### config.mk
export PLATFORM = sky130hd
export DESIGN_NAME = repetition_segment_detector_top
export DESIGN_NICKNAME = d
export VERILOG_FILES = /design/src/design/rsd_pkg.sv /design/src/design/rsd_queue.sv /design/src/design/rsd_front.sv /design/src/design/rsd_div.sv /design/src/design/rsd_back.sv /design/src/design/repetition_segment_detector_top.sv
export SDC_FILE = /design/constraint.sdc
export NUM_CORES = 1
export LEC_CHECK = 0
export BUFFER_PORTS_ARGS = -buffer_cell sky130_fd_sc_hd__buf_2
export CAP_MARGIN = 10
export CORE_UTILIZATION = 40
export DETAILED_ROUTE_END_ITERATION = 10
export SYNTH_ARGS = -nofsm -noshare
export SYNTH_HDL_FRONTEND = slang
export SYNTH_SLANG_ARGS = --single-unit
### constraint.sdc
create_clock -name clk -period 9.75 [get_ports clk]
set_clock_uncertainty 0.15 [all_clocks]
set_input_delay 0.4875 -clock clk [delete_from_list [all_inputs] [get_ports clk]]
set_output_delay 0.4875 -clock clk [all_outputs]
set_load 0.05 [all_outputs]
### src/design/rsd_pkg.sv
// rsd_pkg: shared types, constants and codes for the repetition segment detector.
// Used by rsd_front, rsd_queue, rsd_div, rsd_back and repetition_segment_detector_top.
`default_nettype none

package rsd_pkg;

    localparam int MAX_SESSION_SAMPLES = 65535;
    localparam int SAMPLES_PER_SECOND  = 25;

    localparam int REP_CAP      = (MAX_SESSION_SAMPLES < 65535) ? MAX_SESSION_SAMPLES : 65535;
    localparam int MIN_DUR_INIT = ((60 * SAMPLES_PER_SECOND) < 65535)
                                  ? (60 * SAMPLES_PER_SECOND) : 65535;

    localparam int ANGLE_W     = 15;
    localparam int DUR_W       = 16;
    localparam int CREDIT_W    = 17;
    localparam int WSUM_W      = 32;
    localparam int ANG_TOT_W   = 30;
    localparam int DUR_TOT_W   = 32;
    localparam int DIVIDEND_W  = 32;
    localparam int DIVISOR_W   = 17;
    localparam int DIV_CNT_W   = 5;

    localparam int QUEUE_DEPTH = 4;

    localparam logic [ANGLE_W-1:0]   ANGLE_INIT      = 15'd23040;
    localparam logic [ANG_TOT_W-1:0] ANGLE_TOTAL_MAX = 30'h3FFF_FFFF;

    localparam logic [14:0] START_THR_RST = 15'd11520;
    localparam logic [14:0] END_THR_RST   = 15'd5120;
    localparam logic [14:0] FULL_THR_RST  = 15'd12800;
    localparam logic [14:0] PART_THR_RST  = 15'd7680;
    localparam logic [15:0] MIN_CRED_RST  = 16'd24;

    typedef enum logic [2:0] {
        CFG_START_THR = 3'd0,
        CFG_END_THR   = 3'd1,
        CFG_FULL_THR  = 3'd2,
        CFG_PART_THR  = 3'd3,
        CFG_MIN_CRED  = 3'd4
    } cfg_index_t;

    typedef struct packed {
        logic [14:0] start_thr;
        logic [14:0] end_thr;
        logic [14:0] full_thr;
        logic [14:0] part_thr;
        logic [15:0] min_credit;
    } cfg_t;

    typedef struct packed {
        logic                counted;
        logic                last;
        logic [DUR_W-1:0]    samples;
        logic [CREDIT_W-1:0] credit;
        logic [WSUM_W-1:0]   wsum;
    } rep_entry_t;

    typedef struct packed {
        logic                  start;
        logic [DIVIDEND_W-1:0] dividend;
        logic [DIVISOR_W-1:0]  divisor;
    } div_req_t;

    typedef struct packed {
        logic                  busy;
        logic                  done;
        logic [DIVIDEND_W-1:0] quotient;
    } div_rsp_t;

    typedef struct packed {
        logic [DUR_W-1:0]   rep_count;
        logic [DUR_W-1:0]   mean_duration;
        logic [DUR_W-1:0]   max_duration;
        logic [DUR_W-1:0]   min_duration;
        logic [ANGLE_W-1:0] mean_angle;
        logic [ANGLE_W-1:0] max_angle;
        logic [ANGLE_W-1:0] min_angle;
    } result_t;

    typedef enum logic [2:0] {
        BK_IDLE,
        BK_REP_DIV,
        BK_FIN,
        BK_ANG_DIV,
        BK_DUR_DIV,
        BK_OUT
    } back_state_t;

endpackage

`default_nettype wire

### src/design/rsd_queue.sv
// rsd_queue: small FIFO of closed-rep words between front and back.
// Depends on rsd_pkg (rep_entry_t).
`default_nettype none

module rsd_queue
    import rsd_pkg::*;
#(
    parameter int DEPTH = QUEUE_DEPTH
)
(
    input  wire logic       clk,
    input  wire logic       rst_n,
    input  wire logic       push,
    input  wire rep_entry_t push_data,
    output logic            full,
    input  wire logic       pop,
    output rep_entry_t      pop_data,
    output logic            empty
);

    localparam int PW = (DEPTH > 1) ? $clog2(DEPTH) : 1;
    localparam int CW = $clog2(DEPTH + 1);

    rep_entry_t      mem_reg [DEPTH];
    logic [PW-1:0]   wr_ptr_reg, wr_ptr_next;
    logic [PW-1:0]   rd_ptr_reg, rd_ptr_next;
    logic [CW-1:0]   count_reg, count_next;

    always_comb
    begin
        wr_ptr_next = wr_ptr_reg;
        rd_ptr_next = rd_ptr_reg;
        count_next  = count_reg;
        if (push)
        begin
            wr_ptr_next = (wr_ptr_reg == PW'(DEPTH - 1)) ? '0 : wr_ptr_reg + 1'b1;
        end
        if (pop)
        begin
            rd_ptr_next = (rd_ptr_reg == PW'(DEPTH - 1)) ? '0 : rd_ptr_reg + 1'b1;
        end
        if (push && !pop)
        begin
            count_next = count_reg + 1'b1;
        end
        else if (pop && !push)
        begin
            count_next = count_reg - 1'b1;
        end
    end

    always_ff @(posedge clk or negedge rst_n)
    begin
        if (!rst_n)
        begin
            wr_ptr_reg <= '0;
            rd_ptr_reg <= '0;
            count_reg  <= '0;
        end
        else
        begin
            wr_ptr_reg <= wr_ptr_next;
            rd_ptr_reg <= rd_ptr_next;
            count_reg  <= count_next;
        end
    end

    always_ff @(posedge clk)
    begin
        if (push)
        begin
            mem_reg[wr_ptr_reg] <= push_data;
        end
    end

    assign pop_data = mem_reg[rd_ptr_reg];
    assign full     = (count_reg == CW'(DEPTH));
    assign empty    = (count_reg == '0);

endmodule

`default_nettype wire

### src/design/rsd_front.sv
// rsd_front: takes samples, tracks the open rep with hysteresis and credit,
// and queues a word for each counted close or session end. Depends on rsd_pkg.
`default_nettype none

module rsd_front
    import rsd_pkg::*;
(
    input  wire logic               clk,
    input  wire logic               rst_n,
    input  wire cfg_t               cfg,
    input  wire logic               s_tvalid,
    output logic                    s_tready,
    input  wire logic [ANGLE_W-1:0] angle,
    input  wire logic               last,
    input  wire logic               q_full,
    output logic                    push,
    output rep_entry_t              push_data
);

    logic                in_rep_reg, in_rep_next;
    logic [DUR_W-1:0]    samples_reg, samples_next, samples_upd;
    logic [CREDIT_W-1:0] credit_reg, credit_next, credit_upd;
    logic [WSUM_W-1:0]   wsum_reg, wsum_next, wsum_upd;

    logic                accept;
    logic [ANGLE_W-1:0]  limit;
    logic                above;
    logic [1:0]          credit;
    logic [WSUM_W-1:0]   weighted;
    logic                close_fire;
    logic                counted;
    logic [DUR_W-1:0]    close_samples;
    logic [CREDIT_W-1:0] close_credit;
    logic [WSUM_W-1:0]   close_wsum;

    assign s_tready = !q_full;
    assign accept   = s_tvalid && s_tready;

    always_comb
    begin
        limit = in_rep_reg ? cfg.end_thr : cfg.start_thr;
        above = angle > limit;

        priority if (angle > cfg.full_thr)
        begin
            credit   = 2'd2;
            weighted = {16'd0, angle, 1'b0};
        end
        else if (angle > cfg.part_thr)
        begin
            credit   = 2'd1;
            weighted = {17'd0, angle};
        end
        else
        begin
            credit   = 2'd0;
            weighted = '0;
        end

        if (samples_reg < DUR_W'(REP_CAP))
        begin
            samples_upd = samples_reg + 1'b1;
            credit_upd  = credit_reg + CREDIT_W'(credit);
            wsum_upd    = wsum_reg + weighted;
        end
        else
        begin
            samples_upd = samples_reg;
            credit_upd  = credit_reg;
            wsum_upd    = wsum_reg;
        end

        close_fire    = (!above && in_rep_reg) || (last && above);
        close_samples = above ? samples_upd : samples_reg;
        close_credit  = above ? credit_upd : credit_reg;
        close_wsum    = above ? wsum_upd : wsum_reg;
        counted       = close_fire && (close_credit > {1'b0, cfg.min_credit});

        push              = accept && (last || counted);
        push_data.counted = counted;
        push_data.last    = last;
        push_data.samples = close_samples;
        push_data.credit  = close_credit;
        push_data.wsum    = close_wsum;

        in_rep_next  = in_rep_reg;
        samples_next = samples_reg;
        credit_next  = credit_reg;
        wsum_next    = wsum_reg;
        if (accept)
        begin
            if (close_fire || last)
            begin
                in_rep_next  = 1'b0;
                samples_next = '0;
                credit_next  = '0;
                wsum_next    = '0;
            end
            else if (above)
            begin
                in_rep_next  = 1'b1;
                samples_next = samples_upd;
                credit_next  = credit_upd;
                wsum_next    = wsum_upd;
            end
        end
    end

    always_ff @(posedge clk or negedge rst_n)
    begin
        if (!rst_n)
        begin
            in_rep_reg  <= 1'b0;
            samples_reg <= '0;
            credit_reg  <= '0;
            wsum_reg    <= '0;
        end
        else
        begin
            in_rep_reg  <= in_rep_next;
            samples_reg <= samples_next;
            credit_reg  <= credit_next;
            wsum_reg    <= wsum_next;
        end
    end

endmodule

`default_nettype wire

### src/design/rsd_div.sv
// rsd_div: restoring divider, one quotient bit per cycle, shared by the back end.
// Depends on rsd_pkg (div_req_t, div_rsp_t).
`default_nettype none

module rsd_div
    import rsd_pkg::*;
(
    input  wire logic     clk,
    input  wire logic     rst_n,
    input  wire div_req_t req,
    output div_rsp_t      rsp
);

    logic                  busy_reg, busy_next;
    logic                  done_reg, done_next;
    logic [DIV_CNT_W-1:0]  cnt_reg, cnt_next;
    logic [DIVISOR_W-1:0]  rem_reg, rem_next;
    logic [DIVIDEND_W-1:0] quo_reg, quo_next;
    logic [DIVISOR_W-1:0]  dvs_reg, dvs_next;
    logic [DIVISOR_W:0]    trial;
    logic [DIVISOR_W:0]    diff;
    logic                  qbit;

    always_comb
    begin
        trial = {rem_reg, quo_reg[DIVIDEND_W-1]};
        diff  = trial - {1'b0, dvs_reg};
        qbit  = trial >= {1'b0, dvs_reg};

        busy_next = busy_reg;
        done_next = 1'b0;
        cnt_next  = cnt_reg;
        rem_next  = rem_reg;
        quo_next  = quo_reg;
        dvs_next  = dvs_reg;

        if (busy_reg)
        begin
            rem_next = qbit ? diff[DIVISOR_W-1:0] : trial[DIVISOR_W-1:0];
            quo_next = {quo_reg[DIVIDEND_W-2:0], qbit};
            cnt_next = cnt_reg - 1'b1;
            if (cnt_reg == '0)
            begin
                busy_next = 1'b0;
                done_next = 1'b1;
            end
        end
        else if (req.start)
        begin
            busy_next = 1'b1;
            cnt_next  = DIV_CNT_W'(DIVIDEND_W - 1);
            rem_next  = '0;
            quo_next  = req.dividend;
            dvs_next  = req.divisor;
        end
    end

    always_ff @(posedge clk or negedge rst_n)
    begin
        if (!rst_n)
        begin
            busy_reg <= 1'b0;
            done_reg <= 1'b0;
            cnt_reg  <= '0;
        end
        else
        begin
            busy_reg <= busy_next;
            done_reg <= done_next;
            cnt_reg  <= cnt_next;
        end
    end

    always_ff @(posedge clk)
    begin
        rem_reg <= rem_next;
        quo_reg <= quo_next;
        dvs_reg <= dvs_next;
    end

    assign rsp.busy     = busy_reg;
    assign rsp.done     = done_reg;
    assign rsp.quotient = quo_reg;

endmodule

`default_nettype wire

### src/design/rsd_back.sv
// rsd_back: pops closed-rep words, divides out rep means, keeps session stats
// and drives the result register. Depends on rsd_pkg; uses the top's rsd_div via div_req/div_rsp.
`default_nettype none

module rsd_back
    import rsd_pkg::*;
(
    input  wire logic       clk,
    input  wire logic       rst_n,
    input  wire logic       q_empty,
    output logic            pop,
    input  wire rep_entry_t entry,
    output div_req_t        div_req,
    input  wire div_rsp_t   div_rsp,
    output logic            m_tvalid,
    input  wire logic       m_tready,
    output result_t         m_tdata
);

    back_state_t state_reg, state_next;

    rep_entry_t             ent_reg, ent_next;
    logic [DUR_W-1:0]       count_reg, count_next;
    logic [ANGLE_W-1:0]     min_ang_reg, min_ang_next;
    logic [ANGLE_W-1:0]     max_ang_reg, max_ang_next;
    logic [ANG_TOT_W-1:0]   ang_tot_reg, ang_tot_next;
    logic [DUR_W-1:0]       min_dur_reg, min_dur_next;
    logic [DUR_W-1:0]       max_dur_reg, max_dur_next;
    logic [DUR_TOT_W-1:0]   dur_tot_reg, dur_tot_next;
    logic [ANGLE_W-1:0]     avg_ang_reg, avg_ang_next;
    logic [DUR_W-1:0]       avg_dur_reg, avg_dur_next;
    logic                   out_valid_reg, out_valid_next;
    result_t                out_data_reg, out_data_next;

    logic [ANGLE_W-1:0]     mean;
    logic [ANG_TOT_W:0]     ang_sum;
    logic [DUR_TOT_W:0]     dur_sum;

    always_ff @(posedge clk or negedge rst_n)
    begin
        if (!rst_n)
        begin
            state_reg <= BK_IDLE;
        end
        else
        begin
            state_reg <= state_next;
        end
    end

    always_comb
    begin
        mean    = div_rsp.quotient[ANGLE_W-1:0];
        ang_sum = {1'b0, ang_tot_reg} + (ANG_TOT_W + 1)'(mean);
        dur_sum = {1'b0, dur_tot_reg} + (DUR_TOT_W + 1)'(ent_reg.samples);

        state_next     = state_reg;
        ent_next       = ent_reg;
        count_next     = count_reg;
        min_ang_next   = min_ang_reg;
        max_ang_next   = max_ang_reg;
        ang_tot_next   = ang_tot_reg;
        min_dur_next   = min_dur_reg;
        max_dur_next   = max_dur_reg;
        dur_tot_next   = dur_tot_reg;
        avg_ang_next   = avg_ang_reg;
        avg_dur_next   = avg_dur_reg;
        out_valid_next = out_valid_reg && !m_tready;
        out_data_next  = out_data_reg;
        pop            = 1'b0;
        div_req.start    = 1'b0;
        div_req.dividend = {DUR_TOT_W'(ang_tot_reg)};
        div_req.divisor  = {1'b0, count_reg};

        unique case (state_reg)
            BK_IDLE:
            begin
                if (!q_empty)
                begin
                    pop      = 1'b1;
                    ent_next = entry;
                    if (entry.counted)
                    begin
                        div_req.start    = 1'b1;
                        div_req.dividend = entry.wsum;
                        div_req.divisor  = entry.credit;
                        state_next       = BK_REP_DIV;
                    end
                    else
                    begin
                        state_next = BK_FIN;
                    end
                end
            end
            BK_REP_DIV:
            begin
                if (div_rsp.done)
                begin
                    if (count_reg == '0 || mean < min_ang_reg)
                    begin
                        min_ang_next = mean;
                    end
                    if (mean > max_ang_reg)
                    begin
                        max_ang_next = mean;
                    end
                    ang_tot_next = (ang_sum > {1'b0, ANGLE_TOTAL_MAX})
                                   ? ANGLE_TOTAL_MAX : ang_sum[ANG_TOT_W-1:0];
                    if (ent_reg.samples > max_dur_reg)
                    begin
                        max_dur_next = ent_reg.samples;
                    end
                    if (ent_reg.samples < min_dur_reg)
                    begin
                        min_dur_next = ent_reg.samples;
                    end
                    dur_tot_next = dur_sum[DUR_TOT_W] ? '1 : dur_sum[DUR_TOT_W-1:0];
                    if (count_reg != '1)
                    begin
                        count_next = count_reg + 1'b1;
                    end
                    state_next = ent_reg.last ? BK_FIN : BK_IDLE;
                end
            end
            BK_FIN:
            begin
                if (count_reg == '0)
                begin
                    state_next = BK_OUT;
                end
                else
                begin
                    div_req.start    = 1'b1;
                    div_req.dividend = DIVIDEND_W'(ang_tot_reg);
                    div_req.divisor  = {1'b0, count_reg};
                    state_next       = BK_ANG_DIV;
                end
            end
            BK_ANG_DIV:
            begin
                if (div_rsp.done)
                begin
                    avg_ang_next     = div_rsp.quotient[ANGLE_W-1:0];
                    div_req.start    = 1'b1;
                    div_req.dividend = dur_tot_reg;
                    div_req.divisor  = {1'b0, count_reg};
                    state_next       = BK_DUR_DIV;
                end
            end
            BK_DUR_DIV:
            begin
                if (div_rsp.done)
                begin
                    avg_dur_next = div_rsp.quotient[DUR_W-1:0];
                    state_next   = BK_OUT;
                end
            end
            BK_OUT:
            begin
                if (!out_valid_reg || m_tready)
                begin
                    out_valid_next = 1'b1;
                    if (count_reg == '0)
                    begin
                        out_data_next = '0;
                    end
                    else
                    begin
                        out_data_next.min_angle     = min_ang_reg;
                        out_data_next.max_angle     = max_ang_reg;
                        out_data_next.mean_angle    = avg_ang_reg;
                        out_data_next.min_duration  = min_dur_reg;
                        out_data_next.max_duration  = max_dur_reg;
                        out_data_next.mean_duration = avg_dur_reg;
                        out_data_next.rep_count     = count_reg;
                    end
                    count_next   = '0;
                    min_ang_next = ANGLE_INIT;
                    max_ang_next = '0;
                    ang_tot_next = '0;
                    min_dur_next = DUR_W'(MIN_DUR_INIT);
                    max_dur_next = '0;
                    dur_tot_next = '0;
                    state_next   = BK_IDLE;
                end
            end
            default:
            begin
                state_next = BK_IDLE;
            end
        endcase
    end

    always_ff @(posedge clk or negedge rst_n)
    begin
        if (!rst_n)
        begin
            count_reg     <= '0;
            min_ang_reg   <= ANGLE_INIT;
            max_ang_reg   <= '0;
            ang_tot_reg   <= '0;
            min_dur_reg   <= DUR_W'(MIN_DUR_INIT);
            max_dur_reg   <= '0;
            dur_tot_reg   <= '0;
            out_valid_reg <= 1'b0;
        end
        else
        begin
            count_reg     <= count_next;
            min_ang_reg   <= min_ang_next;
            max_ang_reg   <= max_ang_next;
            ang_tot_reg   <= ang_tot_next;
            min_dur_reg   <= min_dur_next;
            max_dur_reg   <= max_dur_next;
            dur_tot_reg   <= dur_tot_next;
            out_valid_reg <= out_valid_next;
        end
    end

    always_ff @(posedge clk)
    begin
        ent_reg      <= ent_next;
        avg_ang_reg  <= avg_ang_next;
        avg_dur_reg  <= avg_dur_next;
        out_data_reg <= out_data_next;
    end

    assign m_tvalid = out_valid_reg;
    assign m_tdata  = out_data_reg;

endmodule

`default_nettype wire

### src/design/repetition_segment_detector_top.sv
// Repetition segment detector top level: config registers, front, queue,
// shared divider and back end. Depends on rsd_pkg and all rsd_* modules.
//
// Usage:
//  - s_axis: one word per joint-angle sample, tdata[14:0] = angle (1/256 deg),
//    tlast marks the final sample of a session.
//  - m_axis: one word per session, sent after the tlast sample.
//  - cfg_we/cfg_index/cfg_data write the threshold registers; write only while idle.
//  - A sample is taken whenever the queue has room. Samples that
//    close no counted rep and carry no tlast leave nothing in the queue.
//  - The back end handles one counted rep at a time (one 32-step divide),
//    so later words wait in the queue while it is busy.
//  - After tlast, m_axis_tvalid follows BK_FIN and BK_OUT for a session with no
//    counted rep, else also the mean angle and mean duration divides, after the
//    rep divide when tlast closes a counted rep and any counted words queued ahead.
//  - Reset clears the session and loads the register defaults.
//  - While m_axis is stalled the result holds in its output register; the
//    back end waits before the next session result, and the front keeps
//    taking samples until the queue fills, then drops s_axis_tready.
`default_nettype none

module repetition_segment_detector_top
    import rsd_pkg::*;
#(
    parameter int QDEPTH = QUEUE_DEPTH
)
(
    input  wire logic         clk,
    input  wire logic         rst_n,
    input  wire logic         s_axis_tvalid,
    output logic              s_axis_tready,
    input  wire logic [15:0]  s_axis_tdata,   // [14:0] angle, [15] zero pad
    input  wire logic         s_axis_tlast,
    output logic              m_axis_tvalid,
    input  wire logic         m_axis_tready,
    // [14:0] min_angle, [29:15] max_angle, [44:30] mean_angle,
    // [60:45] min_duration, [76:61] max_duration, [92:77] mean_duration,
    // [108:93] rep_count, [111:109] zero pad
    output logic [111:0]      m_axis_tdata,
    input  wire logic         cfg_we,
    input  wire logic [2:0]   cfg_index,
    input  wire logic [15:0]  cfg_data
);

    cfg_t       cfg_reg, cfg_next;
    logic       q_push, q_full, q_pop, q_empty;
    rep_entry_t q_wdata, q_rdata;
    div_req_t   div_req;
    div_rsp_t   div_rsp;
    result_t    result;

    always_comb
    begin
        cfg_next = cfg_reg;
        if (cfg_we)
        begin
            unique case (cfg_index)
                CFG_START_THR: cfg_next.start_thr  = cfg_data[14:0];
                CFG_END_THR:   cfg_next.end_thr    = cfg_data[14:0];
                CFG_FULL_THR:  cfg_next.full_thr   = cfg_data[14:0];
                CFG_PART_THR:  cfg_next.part_thr   = cfg_data[14:0];
                CFG_MIN_CRED:  cfg_next.min_credit = cfg_data;
                default:       cfg_next = cfg_reg;
            endcase
        end
    end

    always_ff @(posedge clk or negedge rst_n)
    begin
        if (!rst_n)
        begin
            cfg_reg.start_thr  <= START_THR_RST;
            cfg_reg.end_thr    <= END_THR_RST;
            cfg_reg.full_thr   <= FULL_THR_RST;
            cfg_reg.part_thr   <= PART_THR_RST;
            cfg_reg.min_credit <= MIN_CRED_RST;
        end
        else
        begin
            cfg_reg <= cfg_next;
        end
    end

    rsd_front u_front (
        .clk       (clk),
        .rst_n     (rst_n),
        .cfg       (cfg_reg),
        .s_tvalid  (s_axis_tvalid),
        .s_tready  (s_axis_tready),
        .angle     (s_axis_tdata[ANGLE_W-1:0]),
        .last      (s_axis_tlast),
        .q_full    (q_full),
        .push      (q_push),
        .push_data (q_wdata)
    );

    rsd_queue #(
        .DEPTH (QDEPTH)
    ) u_queue (
        .clk       (clk),
        .rst_n     (rst_n),
        .push      (q_push),
        .push_data (q_wdata),
        .full      (q_full),
        .pop       (q_pop),
        .pop_data  (q_rdata),
        .empty     (q_empty)
    );

    rsd_div u_div (
        .clk   (clk),
        .rst_n (rst_n),
        .req   (div_req),
        .rsp   (div_rsp)
    );

    rsd_back u_back (
        .clk      (clk),
        .rst_n    (rst_n),
        .q_empty  (q_empty),
        .pop      (q_pop),
        .entry    (q_rdata),
        .div_req  (div_req),
        .div_rsp  (div_rsp),
        .m_tvalid (m_axis_tvalid),
        .m_tready (m_axis_tready),
        .m_tdata  (result)
    );

    assign m_axis_tdata = {3'b000, result.rep_count, result.mean_duration,
                           result.max_duration, result.min_duration, result.mean_angle,
                           result.max_angle, result.min_angle};

`ifndef SYNTHESIS
    a_push_not_full: assert property (@(posedge clk) disable iff (!rst_n)
        q_push |-> !q_full)
        else $error("queue push while full");

    a_pop_not_empty: assert property (@(posedge clk) disable iff (!rst_n)
        q_pop |-> !q_empty)
        else $error("queue pop while empty");

    a_div_no_restart: assert property (@(posedge clk) disable iff (!rst_n)
        div_req.start |-> !div_rsp.busy)
        else $error("divider started while busy");

    a_div_done_after_busy: assert property (@(posedge clk) disable iff (!rst_n)
        div_rsp.done |-> !div_rsp.busy)
        else $error("divider done while still busy");
`endif

endmodule

`default_nettype wire
# Word-level counts from Yosys, hierarchy flattened

Memory sizes are Yosys's and may differ from the RTL's.
Cells that the tools add are included.

Logic and storage cells: 212
Input bits: 41
Bits in registers: 523
RAM bits: 268
Output and inout port bits: 114
Memories: 1

Memory list:

| memory          | depth | width | read ports | clocked after memory_dff | wr ports | line            | text |
|---|---|---|---|---|---|---|---|
| u_queue.mem_reg | 4     | 67    | 1          | 0                        | 1        | rsd_queue.sv:24 | `rep_entry_t mem_reg [DEPTH];` |

Bitwise gates (word level): 2
Eq/ne operators: 23
Multiplexer cells: 79
$add $sub $neg: 12
Reduce and logical (&&, ||, !) cells: 46
$lt $le $gt $ge: 11

Operators with widths:

| operator                | count |
|---|---|
| $mux W32                | 9 |
| $mux W50                | 4 |
| $mux W16                | 11 |
| $pmux W50 S3            | 1 |
| $mux W15                | 8 |
| $mux W17                | 6 |
| $pmux W16 S2            | 3 |
| $mux W30                | 3 |
| $pmux W32 S2            | 1 |
| $gt A15 B15 Y1          | 4 |
| $pmux W15 S2            | 2 |
| $pmux W30 S2            | 1 |
| $add A32 B16 Y33        | 1 |
| $add A16 B1 Y16 const B | 2 |
| $add A32 B32 Y32        | 1 |
| $add A30 B15 Y31        | 1 |
| $gt A31 B30 Y1 const B  | 1 |
| $mux W3                 | 8 |
| $reduce_and A2 Y1       | 11 |
| $reduce_and A4 Y1       | 5 |
| $ge A18 B17 Y1          | 1 |
| $pmux W3 S6             | 1 |
| $add A17 B2 Y17         | 1 |
| $gt A17 B16 Y1          | 1 |
| 29 further kinds        | 86 |

# Longest topological paths before layout

Gate-level depths: netlist (run 1).

Word-level depth: 14
Depth in mapped cells: 31
Depth with buffers taken out: 29

# Cells and area by module

From an unflattened synthesis (run 1), not the netlist that was laid out.

Cells, all modules: 3244
Area, all modules: 39833.2 sq um

Modules (own cells, without submodules):

| module                          | times used | area each (sq um) | sequential area each (sq um) | cells an instance |
|---|---|---|---|---|
| rsd_back                        | 1          | 15996.6           | 8331.7                       | 1518 |
| rsd_queue                       | 1          | 10093.4           | 8222.9                       | 388 |
| rsd_front                       | 1          | 6691.4            | 1651.6                       | 840 |
| rsd_div                         | 1          | 4077.7            | 2157.1                       | 329 |
| repetition_segment_detector_top | 1          | 2974.1            | 1920.6                       | 169 |

# Least setup slack after synthesis (run 1)

No wires, ideal clock.

Path kind: input -> register
From: input s_axis_tdata[1]
To: memory u_queue.mem_reg[0][0] in the netlist's numbering (enable)
Stages on the path: 25
Data arrival time: 6638 ps
Setup time: 432 ps
Slack: 2530 ps
Data required time: 9168 ps
Path through: ha_1 -> nor2b_1 -> o21a_1 -> o21a_1 -> o21ai_0 -> a211oi_1 -> o22a_1 -> buf_1 -> clkbuf_1 -> nor2_1 -> ha_1 -> inv_1 -> fa_1 -> nor4_4 -> nand3_1 -> xnor2_1 -> ha_1 -> a211oi_1 -> nor2_1 -> a2111oi_0 -> o21a_1 -> o31ai_1 -> a211oi_2 -> o31ai_4 -> and2_1

RTL lines:

| item        | line                                  | text |
|---|---|---|
| from (decl) | repetition_segment_detector_top.sv:32 | `input wire logic [15:0] s_axis_tdata,` |
| to (decl)   | rsd_queue.sv:24                       |  |

==> flow_summary.yaml, run 1 <==
outcome:
  outcome: "finished, final reports clean"
pwr:
  switching_fraction_of_total_power_pct: 33.7
  seq_power_share_pct: 40.3
  powerDensity_nw_per_um2: 280
  total_switching_power_w: 0.00412
  internal_power_w: 0.00809
  share_clk_of_total_power_pct: 27.5
  peakVddDrop_mv: 0.151
  total_leakage_power_nw: 17.2
  comb_power_share_pct: 32.2
yosys:
  ys_seq_area_share_pct: 58.0
  synth-edff-count: 491
  syn_area_per_cell_um2: 12.4
  synth.yosys.warnings: 0
  synth_commonest_cells: "sky130_fd_sc_hd__edfxtp_1 (491), sky130_fd_sc_hd__dfrtp_1 (274), sky130_fd_sc_hd__nand2_1 (250)"
  yosysUniqueCellTypes: 82
  top_cell_type_by_total_area_after_synthesis: "sky130_fd_sc_hd__edfxtp_1"
  ys_seq_elements: 791
  synth-main-ff-cell: "sky130_fd_sc_hd__edfxtp_1"
  post-synth-top-count-cell: "sky130_fd_sc_hd__edfxtp_1"
  postSynth.asyncResetShare_pct: 37.9
  post_synth_instance_area_um2: 38400
  synth_cells: 3090
  post-synth-top-area-fraction_pct: 38.3
  ys_top_cells_by_area: "sky130_fd_sc_hd__edfxtp_1 (38%), sky130_fd_sc_hd__dfrtp_1 (18%), sky130_fd_sc_hd__ha_1 (6.4%)"
timing:
  final-setup-viol-count: 0
  setup_tns_ns: 0
  rsz0062_at_grt: "no"
  final_max_slew_viol_count: 0
  finalHoldViolations: 0
  tightestPinTransition_ns: 1.18
  share_of_the_clock_period_used_by_the_worst_path_pct: 74.6
  period_minus_ws_final_ns: 7.27
  clock.fmax_mhz: 138
  slew-limit-headroom_pct: 21.0
final_layout:
  max_ffs_per_register: 268
  final.fill_count: 8554
  register_area_um2: 22300
  multiInputGateArea_um2: 15000
  area_delta_synth_final_pct: 13.6
  finalNetCount: 3474
  drive_gt1_share_pct: 16.4
  stdcell_count: 4569
global_route:
  final_global_route_overflow_total: 0
  number_of_global_route_vias_before_repair: 24200
  grt_pass1_wl_mm: 140
  globalRouteTotalUtil_pct: 18.2
  grt_max_degree: 123
  number_of_antenna_violations_at_the_first_check_in_global_routing: 1
worst_setup_path:
  start_kind: "register"
  crit_type: "reg2reg"
  reg2regPathDepth: 26
  critPathMaxFanout: 25
  r2r_slack_ns: 2.48
  setup.worst_path.end_class: "register"
  crit_required_ns: 10.14
  worstPathArrival_ns: 7.66
route:
  firstDrtPassIters: 5
  drcViolationCount: 0
  initialDrtViolationCount: 1788
  wire_per_inst_um: 19.3
  wirelength_mm: 88.0
  antenna_violating_nets_post_route: 0
  vias_per_cell: 5.39
  vias: 24600
min_path:
  hold_path_class: "in2reg"
  min_path_cells: 3
clock_network:
  tritoncts.num_buffers: 86
  ctsResizeCount: 0
  register_clock_pin_slew_on_the_reported_worst_setup_and_hold_paths_ns: 0.06
  clk_latency_ns: 0.66
  clkSinkCount: 791
  ctsLongestPathBuffers: 3
  cts_tree: "built"
  cts_root_buffer: "sky130_fd_sc_hd__clkbuf_16"
  cts.htree.levels: 3
  ctsHoldBuffers: 17
  postCtsSetupRepairBufs: 0
die:
  num_rows: 113
  die_area_um2: 97400
  die_x_um: 312
  core_area_um2: 95200
  initial_utilization_pct: 40.4
  ios: 155
  fp.dieH_um: 312
flow_run:
  max_cap_violations: 0
placed_design:
  final_estimated_routing_congestion_in_global_placement: 0.843
  place.detailed.hpwl_mm: 58.0
  io_buffers: 150
  placed_cells_incl_taps: 4386
-- metal layers --
layer  GRT usage (%)  wire, µm
met1            25.4     40900
met3            2.80      3750
met4            5.43      2080
met2            29.4     41300
met5               0         0
-- worst max-delay path, cell delays in order (launching register included) --
cell and delay [ns]:
sky130_fd_sc_hd__dfstp_2 0.52, sky130_fd_sc_hd__inv_1 0.05, sky130_fd_sc_hd__ha_1 0.29, sky130_fd_sc_hd__a21o_1 0.18, sky130_fd_sc_hd__a21o_1 0.17, sky130_fd_sc_hd__a21oi_1 0.14, sky130_fd_sc_hd__o21ai_0 0.14, sky130_fd_sc_hd__o22a_1 0.50
sky130_fd_sc_hd__nor2_1 0.20, sky130_fd_sc_hd__ha_1 0.17, sky130_fd_sc_hd__inv_1 0.05, sky130_fd_sc_hd__fa_1 0.47, sky130_fd_sc_hd__nor4_4 0.63, sky130_fd_sc_hd__nand3_1 0.17, sky130_fd_sc_hd__xnor2_1 0.42, sky130_fd_sc_hd__ha_1 0.33
sky130_fd_sc_hd__a211oi_1 0.24, sky130_fd_sc_hd__nor2_1 0.08, sky130_fd_sc_hd__a2111oi_0 0.43, sky130_fd_sc_hd__o21a_1 0.19, sky130_fd_sc_hd__o31ai_1 0.09, sky130_fd_sc_hd__a211oi_2 0.36, sky130_fd_sc_hd__o31ai_4 0.18, sky130_fd_sc_hd__ha_1 0.25
sky130_fd_sc_hd__inv_1 0.08, sky130_fd_sc_hd__fa_1 0.40, sky130_fd_sc_hd__mux2_2 0.26
-- cell families (layout without fill, tap and decap cells) --
family,Yosys count,count (layout),synth area share (%)
AO/OA/AOI/OAI,654,654,11.5
XOR/XNOR,102,102,2.32
adder cells (fa/ha/maj),204,204,6.76
flip-flops,791,791,58.0
buffers and inverters,327,538,3.29
AND/OR/NAND/NOR,823,823,10.8
multiplexers,188,188,7.36
other,1,4,0.00975
-- layout make-up --
type,count,area share [%]
Timing Repair Buffer,203,2.83
Inverter,173,1.50
Multi-Input combinational cell,1974,34.3
Tap cell,1265,3.62
Sequential cell,791,51.0
Antenna cell,1,0.00573
Clock buffer,111,5.48
Clock inverter,51,1.24
-- final timing paths --
kind | startpoint | end
worst max-delay path | cfg_reg[40] | u_queue.count_reg[1]
worst min-delay path | cfg_data[1] | cfg_reg[32]
worst max register to register | cfg_reg[40] | u_queue.count_reg[1]
worst min register to register | u_div.cnt_reg[4] | u_div.done_reg
max in group asynchronous | rst_n | u_back.ang_tot_reg[9]
min in group asynchronous | rst_n | cfg_reg[67]
-- power groups by stage --
stage	Sequential (W)	Clock [W]	Combinational (W)
after detailed placement	0.00499	0	0.00393
after global placement	0.00497	0	0.00387
after global routing	0.00499	0.00356	0.00441
final	0.00492	0.00336	0.00393
after floorplan	0.00483	0	0.00296
after CTS	0.00493	0.00344	0.00395
-- placed cells by master (no fill, tap or decap), types with 35 or more instances in the layout --
cell                        count
sky130_fd_sc_hd__a21o_1        36
sky130_fd_sc_hd__a21oi_1      108
sky130_fd_sc_hd__a22o_1        70
sky130_fd_sc_hd__a31oi_1       35
sky130_fd_sc_hd__and2_1       114
sky130_fd_sc_hd__buf_2        149
sky130_fd_sc_hd__clkbuf_16     90
sky130_fd_sc_hd__dfrtp_1      272
sky130_fd_sc_hd__edfxtp_1     491
sky130_fd_sc_hd__ha_1         198
sky130_fd_sc_hd__inv_1        170
sky130_fd_sc_hd__mux2_2        81
sky130_fd_sc_hd__mux2i_1       38
sky130_fd_sc_hd__mux4_2        67
sky130_fd_sc_hd__nand2_1      249
sky130_fd_sc_hd__nand3_1       51
sky130_fd_sc_hd__nand4_1       43
sky130_fd_sc_hd__nor2_1       161
sky130_fd_sc_hd__nor3_1        49
sky130_fd_sc_hd__o21ai_0      162
sky130_fd_sc_hd__o31ai_1       35
sky130_fd_sc_hd__xnor2_1       69
-- through the flow --
step	area, µm²	worst slack, ns	hold WS [ns]	power (W)	util (%)
after floorplan	38500	2.53	0.0419	0.00779	-
after global placement	40500	2.37	0.316	0.00885	42.6
after detailed placement	40500	2.32	0.329	0.00891	42.6
after CTS	43600	2.43	0.00116	0.0123	45.8
after global routing	43700	2.02	0.0427	0.0130	45.9
final	43700	2.48	0.0478	0.0122	45.9
Power figures use the tool's default switching activity.
==> run 2, diff against run 1 <==
- clock period: 9.75 -> 6.8 ns (I/O delays scaled with it)
==> run 2 against run 1 <==
- non-clock buffer count is 21 higher
- first-iteration DRC count is 8.4% lower
- worst setup slack worse by 2.0 ns
- sequential cell count stayed put
- critical endpoint unchanged
==> flow_summary.yaml, run 2 (synthesis results as in run 1) <==
timing:
  final-setup-viol-count: 0
  setup_tns_ns: 0
  postLayoutSetupSlackWorst_ns: 0.432
  period_minus_ws_final_ns: 6.37
  final_max_slew_viol_count: 0
  slew-limit-headroom_pct: 27.0
  clock.fmax_mhz: 157
  tightestPinTransition_ns: 1.09
  rsz0062_at_grt: "no"
  share_of_the_clock_period_used_by_the_worst_path_pct: 93.7
  finalHoldViolations: 0
pwr:
  share_clk_of_total_power_pct: 27.3
  seq_power_share_pct: 40.8
  comb_power_share_pct: 31.9
  powerDensity_nw_per_um2: 398
  internal_power_w: 0.0115
  total_leakage_power_nw: 17.3
  switching_fraction_of_total_power_pct: 33.8
  peakVddDrop_mv: 0.231
  total_switching_power_w: 0.00589
global_route:
  final_global_route_overflow_total: 0
  global_route_track_usage_on_met2_pct: 29.9
  number_of_antenna_violations_at_the_first_check_in_global_routing: 1
  grt_max_degree: 139
  grt_pass1_wl_mm: 140
  global_route.usage.met3_pct: 2.58
  grt_util_met1_pct: 24.9
  number_of_global_route_vias_before_repair: 24300
  busiest_layer: "met2"
  globalRouteTotalUtil_pct: 18.2
route:
  vias: 24600
  wire_per_inst_um: 19.3
  antenna_violating_nets_post_route: 0
  wirelength_mm: 88.7
  vias_per_cell: 5.36
  drcViolationCount: 0
  initialDrtViolationCount: 1637
  firstDrtPassIters: 5
die:
  num_rows: 113
  core_area_um2: 95200
  fp.dieH_um: 312
  initial_utilization_pct: 40.4
  ios: 155
  die_x_um: 312
  die_area_um2: 97400
worst_setup_path:
  reg2regPathDepth: 27
  max_stage_delay_ns: 0.51
  critPathCapture: "u_queue.count_reg[1]"
  r2r-end: "u_queue.count_reg[1]"
  cpMaxStageDelayCell: "sky130_fd_sc_hd__dfstp_2"
  start_kind: "register"
  worstPathArrival_ns: 6.74
  crit_required_ns: 7.17
  crit_type: "reg2reg"
  timing.critical_path.mode_cell: "sky130_fd_sc_hd__ha_1"
  worst_r2r_startpoint: "cfg_reg[40]"
  timing.critical_path.from: "cfg_reg[40]"
  setup.worst_path.end_class: "register"
  r2r_slack_ns: 0.43
  critPathMaxFanout: 10
flow_run:
  max_cap_violations: 0
clock_network:
  postCtsSetupRepairBufs: 0
  cts.htree.levels: 3
  tritoncts.num_buffers: 86
  clkSinkCount: 791
  cts_root_buffer: "sky130_fd_sc_hd__clkbuf_16"
  register_clock_pin_slew_on_the_reported_worst_setup_and_hold_paths_ns: 0.06
  clk_latency_ns: 0.64
  cts_tree: "built"
  ctsLongestPathBuffers: 3
final_layout:
  most-common-layout-cells: "sky130_fd_sc_hd__edfxtp_1 (491), sky130_fd_sc_hd__dfrtp_1 (271), sky130_fd_sc_hd__nand2_1 (249)"
  layout.cells.most_common: "sky130_fd_sc_hd__edfxtp_1"
  drive_gt1_share_pct: 17.0
  finalNetCount: 3495
  max_ffs_per_register: 268
  area_delta_synth_final_pct: 13.9
min_path:
  hold_path_class: "in2reg"
placed_design:
  place.detailed.hpwl_mm: 58.8
  place_ws_ns: 0.133
  io_buffers: 150
  final_estimated_routing_congestion_in_global_placement: 0.833
outcome:
  outcome: "finished, final reports clean"
[run 2: cell types whose count changed in the layout (fill, tap and decap cells not counted), moves of 3 or more]
cell | before | now
sky130_fd_sc_hd__buf_4 | 33 | 50
sky130_fd_sc_hd__clkbuf_1 | 15 | 24
sky130_fd_sc_hd__clkinv_1 | 14 | 2
sky130_fd_sc_hd__clkinv_2 | 13 | 19
sky130_fd_sc_hd__clkinvlp_4 | 6 | 3
sky130_fd_sc_hd__dlygate4sd3_1 | 17 | 21
sky130_fd_sc_hd__inv_6 | 4 | 8
[run 2: how the worst min path moves through the flow]
stage | from | endpoint | slack (ns) | cells past startpoint
2_1_floorplan | rst_n | cfg_reg[0] | -0.11 | 0
3_3_place_gp | rst_n | cfg_reg[68] | 0.30 | 1
3_5_place_dp | rst_n | cfg_reg[67] | 0.31 | 1
4_1_cts | cfg_index[2] | cfg_reg[63] | 0.08 | 4
5_1_grt | cfg_index[2] | cfg_reg[63] | 0.12 | 4
6_report | cfg_index[2] | cfg_reg[63] | 0.13 | 4
[run 2: power by group through the flow]
stage | Combinational [W] | Sequential, W | Clock [W]
2_1_floorplan | 0.00425 | 0.00691 | 0
3_3_place_gp | 0.00550 | 0.00719 | 0
3_5_place_dp | 0.00557 | 0.00721 | 0
4_1_cts | 0.00561 | 0.00712 | 0.00488
5_1_grt | 0.00627 | 0.00722 | 0.00505
6_report | 0.00556 | 0.00710 | 0.00476
[run 2: metrics by stage]
stage / total power (W) / utilization (%) / instances / area, µm² / hold WS [ns]
6_report: 0.0174 / 46.0 / 4589 / 43800 / 0.128
5_1_grt: 0.0185 / 46.0 / 4589 / 43800 / 0.120
4_1_cts: 0.0176 / 46.0 / 4588 / 43700 / 0.0768
3_5_place_dp: 0.0128 / 42.7 / 4406 / 40700 / 0.314
3_3_place_gp: 0.0127 / 42.7 / 4406 / 40700 / 0.297
2_1_floorplan: 0.0112 / - / 3092 / 38500 / -0.106
[run 2: layout make-up]
class	count	area [µm²]
Sequential cell	791	22300
Timing Repair Buffer	224	1400
Fill cell	8622	51400
Clock inverter	44	499
Clock buffer	117	2370
Antenna cell	1	2.50
Tap cell	1265	1580
Inverter	173	654
Multi-Input combinational cell	1974	15000
[run 2: metal layers]
metal / wire, µm / part of all wire, %
met5: 0 / 0
met4: 2210 / 2.5
met2: 42100 / 48
met1: 40900 / 46
met3: 3450 / 3.9
[run 2: critical path: cells and delay by family, from the launching register on]
kind	cells	cell delay [ns]
buffers and inverters	4	0.37
DFF	1	0.51
adders and majority gates	6	1.78
and+or+nand+nor	4	0.64
xor gates and xnor gates	1	0.20
muxes	1	0.26
AOI/OAI and AO/OA	11	2.32
[run 2: what timing repair did]
action | in CTS | in global routing
gates resized for setup | 0 | 6
endpoints found under the setup margin | 0 | 270
hold endpoints to repair | 176 | 0
hold buffers | 21 | 0
==> run 3, diff against run 2 <==
- CORE_MARGIN: unset -> 2
- MAX_ROUTING_LAYER: unset -> met4
==> run 3 against run 2 <==
- hold slack worse by 0.033 ns
- core utilization about the same
- final area about the same
- critical endpoint is now u_queue.mem_reg[3][40]
- largest cell class unchanged
- highest routed layer unchanged
==> flow_summary.yaml, run 3 (synthesis results as in run 1) <==
final_layout:
  area_delta_synth_final_pct: 13.8
  postLayoutCoreUtil_pct: 46.0
  multiInputGateArea_um2: 15000
  register_area_um2: 22300
  layout.cells.most_common: "sky130_fd_sc_hd__edfxtp_1"
  most-common-layout-cells: "sky130_fd_sc_hd__edfxtp_1 (491), sky130_fd_sc_hd__dfrtp_1 (272), sky130_fd_sc_hd__nand2_1 (249)"
  finalNetCount: 3492
  final.fill_count: 8568
  stdcell_count: 4586
  drive_gt1_share_pct: 16.8
  max_ffs_per_register: 268
timing:
  slew-limit-headroom_pct: 22.9
  final-setup-viol-count: 0
  period_minus_ws_final_ns: 6.49
  tightestPinTransition_ns: 1.16
  final_max_slew_viol_count: 0
  rsz0062_at_grt: "yes"
  finalHoldViolations: 0
  clock.fmax_mhz: 154
  share_of_the_clock_period_used_by_the_worst_path_pct: 95.5
pwr:
  total_switching_power_w: 0.00598
  internal_power_w: 0.0114
  comb_power_share_pct: 32.2
  share_clk_of_total_power_pct: 27.0
  switching_fraction_of_total_power_pct: 34.4
  total_leakage_power_nw: 17.3
  powerDensity_nw_per_um2: 397
  seq_power_share_pct: 40.8
  peakVddDrop_mv: 0.323
outcome:
  outcome: "finished, final reports clean"
clock_network:
  clk_latency_ns: 0.68
  cts.htree.levels: 3
  clkSinkCount: 791
  register_clock_pin_slew_on_the_reported_worst_setup_and_hold_paths_ns: 0.06
  cts_tree: "built"
  tritoncts.num_buffers: 86
  cts_root_buffer: "sky130_fd_sc_hd__clkbuf_16"
  ctsLongestPathBuffers: 3
global_route:
  globalRouteTotalUtil_pct: 18.7
  number_of_global_route_vias_before_repair: 24400
  number_of_antenna_violations_at_the_first_check_in_global_routing: 1
  grt_max_degree: 146
  grt_pass1_wl_mm: 141
  final_global_route_overflow_total: 0
route:
  antenna_violating_nets_post_route: 0
  wirelength_mm: 89.8
  initialDrtViolationCount: 1993
  firstDrtPassIters: 8
  wire_per_inst_um: 19.6
  drcViolationCount: 0
  vias: 24800
  vias_per_cell: 5.42
die:
  fp.dieH_um: 314
  die_area_um2: 98600
  num_rows: 113
  initial_utilization_pct: 40.4
  die_x_um: 314
  ios: 155
  core_area_um2: 95200
worst_setup_path:
  crit_type: "reg2reg"
  worst_r2r_startpoint: "cfg_reg[40]"
  start_kind: "register"
  setup.worst_path.end_class: "register"
  crit_required_ns: 6.93
  timing.critical_path.from: "cfg_reg[40]"
  critPathMaxFanout: 33
  worstPathArrival_ns: 6.62
placed_design:
  final_estimated_routing_congestion_in_global_placement: 0.859
  placed_cells_incl_taps: 4401
  io_buffers: 150
  place.detailed.hpwl_mm: 58.6
min_path:
  hold_path_startpoint: "cfg_index[0]"
  hold_path_class: "in2reg"
flow_run:
  max_cap_violations: 0
==> run 3: cell types whose count changed in the layout (fill, tap and decap cells not counted), moves of 3 or more <==
cell / delta
sky130_fd_sc_hd__inv_16: +4
sky130_fd_sc_hd__clkinv_1: +6
sky130_fd_sc_hd__buf_4: -5
sky130_fd_sc_hd__clkbuf_8: +7
sky130_fd_sc_hd__clkinv_2: -8
sky130_fd_sc_hd__inv_6: -3
sky130_fd_sc_hd__bufinv_16: -5
==> run 3: through the flow <==
step	setup TNS (ns)	hold slack (ns)	power (W)	instance area [µm²]	worst slack [ns]
floorplan	0	-0.106	0.0112	38500	0.259
global placement	0	0.313	0.0127	40700	0.162
detailed placement	0	0.324	0.0128	40700	0.122
CTS	0	0.0523	0.0175	43700	0.0716
global route	-11.34	0.0857	0.0185	43700	-0.180
finish	0	0.0957	0.0174	43700	0.307
==> run 3: area by class of cell <==
cell class | instances | area share, %
clock buffers | 121 | 5.52
clock inverters | 40 | 0.970
well taps | 1265 | 3.62
diodes | 1 | 0.00572
inverters | 173 | 1.50
repair buffers | 218 | 3.13
multi-input cells | 1977 | 34.3
flip-flops and latches | 791 | 50.9
==> run 3: power groups by stage <==
stage,sequential (W),clock (W),combinational [W]
2_1_floorplan,0.00691,0,0.00425
3_3_place_gp,0.00718,0,0.00551
3_5_place_dp,0.00720,0,0.00559
4_1_cts,0.00712,0.00479,0.00562
5_1_grt,0.00722,0.00499,0.00630
6_report,0.00710,0.00469,0.00560
==> run 3: path summary, 6_finish.rpt <==
kind	end	slack (ns)	cells past startpoint
worst max-delay path	u_queue.mem_reg[3][40]	0.31	24
worst min-delay path	cfg_reg[61]	0.1	3
worst max register to register	u_queue.mem_reg[3][40]	0.31	24
worst min register to register	u_div.cnt_reg[4]	0.34	1
max in group asynchronous	u_queue.rd_ptr_reg[0]	4.76	3
min in group asynchronous	cfg_reg[39]	0.17	2
==> run 3: worst max-delay path, stage by stage, from the launching register on <==
cell                       delay, ns
sky130_fd_sc_hd__dfstp_2        0.51
sky130_fd_sc_hd__inv_1          0.04
sky130_fd_sc_hd__ha_1           0.28
sky130_fd_sc_hd__a21o_1         0.18
sky130_fd_sc_hd__a21o_1         0.17
sky130_fd_sc_hd__a21oi_1        0.17
sky130_fd_sc_hd__o21ai_0        0.15
sky130_fd_sc_hd__o22a_1         0.24
sky130_fd_sc_hd__nor2_1         0.20
sky130_fd_sc_hd__ha_1           0.20
sky130_fd_sc_hd__inv_1          0.05
sky130_fd_sc_hd__fa_1           0.43
sky130_fd_sc_hd__buf_4          0.17
sky130_fd_sc_hd__nor2_1         0.15
sky130_fd_sc_hd__xor2_1         0.50
sky130_fd_sc_hd__ha_1           0.23
sky130_fd_sc_hd__nand4_1        0.11
sky130_fd_sc_hd__nor2_1         0.11
sky130_fd_sc_hd__a211oi_1       0.06
sky130_fd_sc_hd__o21a_1         0.17
sky130_fd_sc_hd__o31ai_1        0.32
sky130_fd_sc_hd__a211oi_2       0.17
sky130_fd_sc_hd__o31ai_4        0.29
sky130_fd_sc_hd__buf_4          0.22
sky130_fd_sc_hd__and2_2         0.84
==> run 3: layer usage <==
layer	vias to the layer above	wire length, µm	global-route usage [%]
li1	11800	-	-
met1	12200	41600	25.7
met2	602	41500	28.8
met3	154	3710	2.33
met4	0	2880	6.26
met5	-	0	-
==> run 3: repair_timing <==
item,CTS,global route
gates resized for setup,0,4
endpoints found under the setup margin,0,251
hold endpoints to repair,182,0
hold buffers,19,0
buffers inserted,0,1
